$ cat src/hw/rtl/playlist_signature_detector_unit_assert.svh
// assertion macros for the playlist signature detector
`ifndef PLAYLIST_SIGNATURE_DETECTOR_UNIT_ASSERT_SVH
`define PLAYLIST_SIGNATURE_DETECTOR_UNIT_ASSERT_SVH

`ifndef SYNTHESIS
// checked property, sampled on clk_i, off while rst_ni is low
`define PSD_ASSERT(lbl, prop) \
  lbl: assert property (@(posedge clk_i) disable iff (!rst_ni) prop) \
    else $error("playlist detector check failed");
// checked property that also holds through reset
`define PSD_ASSERT_ALWAYS(lbl, prop) \
  lbl: assert property (@(posedge clk_i) prop) \
    else $error("playlist detector check failed");
`else
`define PSD_ASSERT(lbl, prop)
`define PSD_ASSERT_ALWAYS(lbl, prop)
`endif

`endif

$ cat src/hw/rtl/psd_pkg.sv
// constant strings and character lookups for the playlist signature detector
package psd_pkg;

  localparam int unsigned NumTags = 8;
  localparam int unsigned HdrLen  = 7;
  localparam int unsigned PfxLen  = 6;
  localparam int unsigned TagMax  = 14;

  localparam logic [8*HdrLen-1:0] HdrStr = "#EXTM3U";
  localparam logic [8*PfxLen-1:0] PfxStr = "EXT-X-";

  localparam logic [3:0] TagLen [NumTags] = '{
    4'd14, 4'd14, 4'd3, 4'd11, 4'd7, 4'd10, 4'd13, 4'd7
  };

  function automatic logic [7:0] hdr_char(logic [3:0] pos);
    if (pos > 4'(HdrLen - 1)) return 8'h00;
    return HdrStr[8*(HdrLen-1-int'(pos)) +: 8];
  endfunction

  function automatic logic [7:0] pfx_char(logic [3:0] pos);
    if (pos > 4'(PfxLen - 1)) return 8'h00;
    return PfxStr[8*(PfxLen-1-int'(pos)) +: 8];
  endfunction

  // tag words padded with spaces to the longest word
  function automatic logic [7:0] tag_char(logic [2:0] k, logic [3:0] pos);
    logic [8*TagMax-1:0] w;
    case (k)
      3'd0:    w = "TARGETDURATION";
      3'd1:    w = "MEDIA-SEQUENCE";
      3'd2:    w = "KEY           ";
      3'd3:    w = "ALLOW-CACHE   ";
      3'd4:    w = "ENDLIST       ";
      3'd5:    w = "STREAM-INF    ";
      3'd6:    w = "DISCONTINUITY ";
      3'd7:    w = "VERSION       ";
      default: w = '0;
    endcase
    if (pos > 4'(TagMax - 1)) return 8'h00;
    return w[8*(TagMax-1-int'(pos)) +: 8];
  endfunction

endpackage

$ cat src/hw/rtl/playlist_signature_detector_unit.sv
// playlist signature detector: top level with input and result registers
// usage
//   input channel: one text byte per transfer on text_byte_i, last_byte_i
//   marks the final byte of a text; valid/stall handshake
//   output channel: one transfer per text, on its last byte, carrying
//   is_playlist_o (header "#EXTM3U" seen and then a known EXT-X- tag)
//   a zero byte ends the text early; bytes after it are ignored until last
// datapath
//   a byte is held in the input register and folded into the match state
//   when it leaves it; the verdict of a last byte is loaded into the result
//   register on that same edge and drives the output from there
// throughput
//   one byte per cycle while not stalled, as the state update against the
//   constant strings is combinational; only a last byte that finds the result
//   register full and stalled holds the input register
// reset
//   rst_ni low clears the valid bits of both registers and the match state
//   (header phase)
// back-pressure
//   a stalled result holds its value; non-last bytes keep flowing, and the
//   input side stalls only when a second verdict is waiting to be written
module playlist_signature_detector_unit (
  input  logic       clk_i,
  input  logic       rst_ni,
  input  logic       in_valid_i,
  output logic       in_stall_o,
  input  logic [7:0] text_byte_i,
  input  logic       last_byte_i,
  output logic       out_valid_o,
  input  logic       out_stall_i,
  output logic       is_playlist_o
);
  import psd_pkg::*;

  `include "playlist_signature_detector_unit_assert.svh"

  typedef enum logic [2:0] {
    PH_HEADER,
    PH_SEEK,
    PH_PREFIX,
    PH_TAG,
    PH_HALT
  } phase_e;

  // input register
  logic       s1_valid_q, s1_valid_d;
  logic [7:0] s1_byte_q;
  logic       s1_last_q;

  // match state
  phase_e     phase_q, phase_d;
  logic [3:0] pos_q, pos_d;
  logic [7:0] cand_q, cand_d;
  logic       verdict_q, verdict_d;

  // result register
  logic       out_valid_q, out_valid_d;
  logic       is_playlist_q;

  logic       in_take;
  logic       s1_adv;
  logic       res_load;

  // feed outputs before the end-of-text reset
  phase_e     f_phase;
  logic [3:0] f_pos;
  logic [7:0] f_cand;
  logic       f_verdict;
  logic [7:0] tag_match;
  logic [7:0] tag_final;
  logic [7:0] tag_keep;

  // a last byte needs a free (or draining) result register
  assign s1_adv     = s1_valid_q && (!s1_last_q || !out_valid_q || !out_stall_i);
  assign in_stall_o = s1_valid_q && !s1_adv;
  assign in_take    = in_valid_i && !in_stall_o;
  assign res_load   = s1_adv && s1_last_q;

  assign s1_valid_d = in_take ? 1'b1 : (s1_adv ? 1'b0 : s1_valid_q);

  // per-tag compare of the current byte
  always_comb begin
    for (int k = 0; k < NumTags; k++) begin
      tag_match[k] = cand_q[k] && (pos_q < TagLen[k]) &&
                     (s1_byte_q == tag_char(3'(k), pos_q));
      tag_final[k] = tag_match[k] && ((pos_q + 4'd1) == TagLen[k]);
      tag_keep[k]  = tag_match[k] && !tag_final[k];
    end
  end

  always_comb begin
    f_phase   = phase_q;
    f_pos     = pos_q;
    f_cand    = cand_q;
    f_verdict = verdict_q;
    if (phase_q == PH_HALT) begin
      // text over, ignore
    end else if (s1_byte_q == 8'h00) begin
      f_phase = PH_HALT;
    end else begin
      case (phase_q)
        PH_HEADER: begin
          if (s1_byte_q == hdr_char(pos_q) && pos_q < 4'(HdrLen)) begin
            if (pos_q == 4'(HdrLen - 1)) begin
              f_phase = PH_SEEK;
              f_pos   = '0;
            end else begin
              f_pos = pos_q + 4'd1;
            end
          end else begin
            f_phase = PH_HALT;
          end
        end
        PH_PREFIX: begin
          if (s1_byte_q == pfx_char(pos_q) && pos_q < 4'(PfxLen)) begin
            if (pos_q == 4'(PfxLen - 1)) begin
              f_phase = PH_TAG;
              f_pos   = '0;
              f_cand  = '1;
            end else begin
              f_pos = pos_q + 4'd1;
            end
          end else begin
            // mismatch: look at this byte again as a possible '#'
            f_phase = (s1_byte_q == "#") ? PH_PREFIX : PH_SEEK;
            f_pos   = '0;
          end
        end
        PH_TAG: begin
          if (|tag_final) begin
            f_verdict = 1'b1;
            f_phase   = PH_HALT;
          end else begin
            f_cand = tag_keep;
            if (|tag_keep) begin
              f_pos = pos_q + 4'd1;
            end else begin
              f_phase = (s1_byte_q == "#") ? PH_PREFIX : PH_SEEK;
              f_pos   = '0;
            end
          end
        end
        default: begin
          // seeking a '#'
          f_phase = (s1_byte_q == "#") ? PH_PREFIX : PH_SEEK;
          f_pos   = '0;
        end
      endcase
    end
  end

  // commit the byte; a last byte returns the state to its reset values
  always_comb begin
    phase_d   = phase_q;
    pos_d     = pos_q;
    cand_d    = cand_q;
    verdict_d = verdict_q;
    if (s1_adv) begin
      if (s1_last_q) begin
        phase_d   = PH_HEADER;
        pos_d     = '0;
        cand_d    = '1;
        verdict_d = 1'b0;
      end else begin
        phase_d   = f_phase;
        pos_d     = f_pos;
        cand_d    = f_cand;
        verdict_d = f_verdict;
      end
    end
  end

  assign out_valid_d = res_load ? 1'b1 : (out_stall_i ? out_valid_q : 1'b0);

  always_ff @(posedge clk_i or negedge rst_ni) begin
    if (!rst_ni) begin
      s1_valid_q    <= 1'b0;
      phase_q       <= PH_HEADER;
      pos_q         <= '0;
      cand_q        <= '1;
      verdict_q     <= 1'b0;
      out_valid_q   <= 1'b0;
      is_playlist_q <= 1'b0;
    end else begin
      s1_valid_q  <= s1_valid_d;
      phase_q     <= phase_d;
      pos_q       <= pos_d;
      cand_q      <= cand_d;
      verdict_q   <= verdict_d;
      out_valid_q <= out_valid_d;
      if (res_load) begin
        is_playlist_q <= f_verdict;
      end
    end
  end

  // payload registers
  always_ff @(posedge clk_i) begin
    if (in_take) begin
      s1_byte_q <= text_byte_i;
      s1_last_q <= last_byte_i;
    end
  end

  assign out_valid_o   = out_valid_q;
  assign is_playlist_o = is_playlist_q;

  // a found tag always halts matching
  `PSD_ASSERT(a_verdict_halts, verdict_q |-> (phase_q == PH_HALT))
  // tag phase always has at least one live candidate
  `PSD_ASSERT(a_tag_has_cand, (phase_q == PH_TAG) |-> (cand_q != 8'h00))
  // prefix position stays inside "EXT-X-"
  `PSD_ASSERT(a_prefix_pos, (phase_q == PH_PREFIX) |-> (pos_q < 4'(PfxLen)))
  // input only stalls behind a held verdict with another last byte waiting
  `PSD_ASSERT_ALWAYS(a_stall_cause,
    in_stall_o |-> (s1_valid_q && s1_last_q && out_valid_q && out_stall_i))

endmodule
$ cat config.mk
export PLATFORM = sky130hd
export DESIGN_NAME = playlist_signature_detector_unit
export DESIGN_NICKNAME = d
export VERILOG_FILES = /design/src/hw/rtl/psd_pkg.sv /design/src/hw/rtl/playlist_signature_detector_unit.sv
export VERILOG_INCLUDE_DIRS = /design/src /design/src/hw/rtl
export SDC_FILE = /design/constraint.sdc
export NUM_CORES = 1
export LEC_CHECK = 0
export ABC_AREA = 1
export BUFFER_PORTS_ARGS = -buffer_cell sky130_fd_sc_hd__buf_2
export CORE_ASPECT_RATIO = 1.4
export CORE_UTILIZATION = 60
export DETAILED_ROUTE_END_ITERATION = 8
export PLACE_DENSITY = 0.74
export SYNTH_ARGS = -nofsm -noshare
export SYNTH_HDL_FRONTEND = slang
export SYNTH_SLANG_ARGS = --single-unit
$ cat constraint.sdc
create_clock -name clk_i -period 3.5 [get_ports clk_i]
set_clock_uncertainty 0.05 [all_clocks]
set_input_delay 0.35 -clock clk_i [delete_from_list [all_inputs] [get_ports clk_i]]
set_output_delay 0.35 -clock clk_i [all_outputs]
set_load 0.02 [all_outputs]
==> reports/metrics.yaml <==
synth_seq_area_share_pct: 16.2
drt-total-wl_um: 18600
cpMaxStageDelayCell: "dfrtp_1"
synth_top_area_share_pct: 25.3
path_buf_inv: 3
drive_above_1_share_pct: 12.9
cts_buffers: 3
fmax_ghz: 0.301
rows: 37
drv_cap: 0
routed-via-count: 6109
clk_pin_slew_ns: 0.10
min_period_ns: 3.32
grt_util_all_layers_pct: 47.1
synthArstFlopShare_pct: 67.9
rsz0062_at_grt: "false"
cts_setup_buffers: 0
hp-class: "input port to flop"
die_area_sq_um: 8120
fp.dieW_um: 76.5
core_area_sq_um: 7450
die_y_um: 106
antenna_found_initial: 0
floorplan.initialDensity_pct: 62.5
grt_pass1_wl_um: 29500
drc: 0
drt_iter0_markers: 835
diodes: 0
ys.flop_type: "dfrtp_1"
synth.avg_cell_area_sq_um: 5.42
hold_ws_ns: 0.184
syn_nets: 883
dpl.hpwl_um: 14300
crit_required_ns: 3.63
critical-path-top-delay-family: "simple AND/OR/NAND/NOR gates"
clock_path_buffers: 2
final_hold_viol_count: 0
first_pass_iters: 6
fillers: 698
viasPerCell: 6.29
status: "finished, final reports clean"
synth_top_area_cell: "nand2_1"
crit_chain: "ha_1, ha_1, inv_4, nand2_4, inv_2, nand2_1, nor2_4, nand3_1, nand2_1, nor2_1, nand3b_1, nand2_1, nor2_1, nand3_1, nand2_2, nor2_2, nor2_2, inv_2, nand2_1, nand2_1"
root_buffer: "clkbuf_8"
yosys-top-cells-area: "nand2_1 25%, nand3_1 13%, nor2_1 8.7%"
place_congestion: 1.11
syn_inst: 859
slew_headroom_pct: 51.4
grt_pass1_vias: 5795
grt_max_degree: 26
clkSinkCount: 28
setup_viol: 0
ir_worst_vdd_mv: 0.443
tns_ns: 0
htreeDepth: 1
critPathCaptureType: "flop"
tightest_slew_ns: 0.723
clock_latency_ns: 0.29
ant_nets: 0
ys_seq_elements: 28
crit_path_max_incr_delay_ns: 0.43
netlist_area_sq_um: 4660
overflow: 0
routedWlPerCell_um: 19.2
crit_fanout: 15
layout_worst_path_cycle_share_pct: 94.9
path_class: "flop to flop"
port_buffers: 15
cts_tree: "built"
synth_cell_types: 40
cp_common_cell: "nand2_1"
leakage_nw: 2.79
power.density_nw_per_um2: 429
nNetsFinal: 899
startpoint_type: "flop"
pin_count: 16
cp.arrival_ns: 3.45
area_growth_pct: 8.03
yosysWarnings: 0
slew_violations: 0
synth-edff-count: 9
-- cells in the final DEF (no fill, tap or decap), types with 2 or more instances in the layout --
| master | n |
|---|---|
| nand2_1 | 313 |
| nand3_1 | 117 |
| nor2_1 | 101 |
| inv_1 | 85 |
| nand4_1 | 34 |
| buf_4 | 23 |
| nor3_1 | 16 |
| o21ai_0 | 15 |
| buf_2 | 15 |
| a21oi_1 | 13 |
| nor2_2 | 11 |
| nand2_2 | 11 |
| dfrtp_1 | 11 |
| ha_1 | 9 |
| edfxtp_1 | 9 |
| inv_2 | 8 |
| xor2_1 | 8 |
| dfstp_2 | 8 |
| nand3_2 | 7 |
| nand3b_1 | 7 |
| nor2_4 | 6 |
| o21ai_1 | 5 |
| o211ai_1 | 4 |
| nand2_4 | 4 |
| o21ai_2 | 4 |
| clkinv_1 | 3 |
| nor4_1 | 3 |
| a31oi_1 | 3 |
| clkbuf_8 | 3 |
| o31ai_1 | 2 |
| nand3_4 | 2 |
-- kinds of logic after synthesis --
family	Yosys count	share of synthesized area, %
simple gates	636	61.4
buf+inv	127	11.5
compound gates	49	6.42
flops	28	16.2
fa+ha+maj	11	2.96
xor+xnor	8	1.50
-- metal layers --
metal,part of all wire (%),vias to the layer above,wire [um],GRT usage (%)
met5,0,-,0,0
met4,11,0,2130,46.0
met3,9.7,168,1810,9.79
met2,45,476,8380,78.4
met1,34,2668,6290,48.6
li1,-,2797,-,-
-- worst register-to-register path, cell delays in order (launching register included) --
cell      delay, ns
dfrtp_1        0.43
ha_1           0.25
ha_1           0.29
inv_4          0.19
nand2_4        0.18
inv_2          0.21
nand2_1        0.14
nor2_4         0.16
nand3_1        0.11
nand2_1        0.10
nor2_1         0.06
nand3b_1       0.14
nand2_1        0.08
nor2_1         0.09
nand3_1        0.10
nand2_2        0.15
nor2_2         0.06
nor2_2         0.18
inv_2          0.08
nand2_1        0.09
nand2_1        0.06
-- flip-flops by register name, summed over array words and instances, names as in the netlist --
name           cells
pos_q              4
s1_last_q          1
phase_q            3
s1_byte_q          8
s1_valid_q         1
cand_q             8
verdict_q          1
out_valid_o        1
is_playlist_o      1
-- through the flow --
stage / utilization, % / instance area [sq um] / setup slack [ns] / total power (W) / std cells
after floorplan: - / 4660 / 0.580 / 0.00145 / 859
after global placement: 65.5 / 4880 / 0.247 / 0.00178 / 966
after detailed placement: 65.5 / 4880 / 0.0929 / 0.00181 / 966
after CTS: 66.6 / 4960 / 0.0821 / 0.00208 / 971
after global routing: 67.5 / 5030 / 0.00474 / 0.00230 / 971
final: 67.5 / 5030 / 0.180 / 0.00216 / 971
-- path summary, 6_finish.rpt --
path                                       start                     end  slack, ns  cells past startpoint
max in group asynchronous                 rst_ni   cand_q[1]$_DFFE_PN1P_       2.55                      2
setup reg to reg            pos_q[1]$_DFFE_PN0P_  phase_q[2]$_DFFE_PN0P_       0.18                     20
min in group asynchronous                 rst_ni  phase_q[1]$_DFFE_PN0P_       0.51                      2
setup / recovery            pos_q[1]$_DFFE_PN0P_  phase_q[2]$_DFFE_PN0P_       0.18                     20
hold reg to reg            cand_q[4]$_DFFE_PN1P_   cand_q[4]$_DFFE_PN1P_       0.43                      2
hold / removal                    text_byte_i[2]  s1_byte_q[2]$_DFFE_PP_       0.18                      1
-- final cells by class --
cell class,instances,area (sq um),area share (%)
clock buffers,3,41.3,0.821
clock inverters,1,30.0,0.597
inverters,97,367,7.29
well taps,97,121,2.41
repair buffers,41,289,5.74
flip-flops and latches,28,756,15.0
multi-input cells,704,3430,68.1
-- synthesized netlist by cell type, types with 2 or more instances --
library cell,instances
a21oi_1,13
a31oi_1,3
buf_1,3
buf_2,9
buf_4,9
buf_6,2
clkbuf_1,7
clkinv_1,3
dfrtp_1,11
dfstp_2,8
edfxtp_1,9
ha_1,11
inv_1,85
inv_2,9
nand2_1,314
nand2_2,10
nand2_4,4
nand3_1,118
nand3_2,6
nand3_4,2
nand3b_1,7
nand4_1,34
nor2_1,108
nor2_2,7
nor2_4,3
nor3_1,16
nor4_1,3
o211ai_1,4
o21ai_0,16
o21ai_1,6
o21ai_2,2
o31ai_1,2
xor2_1,8
-- timing repair --
item	CTS	global route
gates resized for setup	0	20
hold buffers	1	0
endpoints found under the setup margin	0	17
endpoints found under the hold margin	11	0
-- power breakdown --
part	switching, W	total, W	internal [W]
Clock	0.000105	0.000259	0.000154
Sequential	0.0000849	0.000532	0.000447
Combinational	0.000935	0.00137	0.000431
Note: power is estimated with default switching activity, not from simulation.
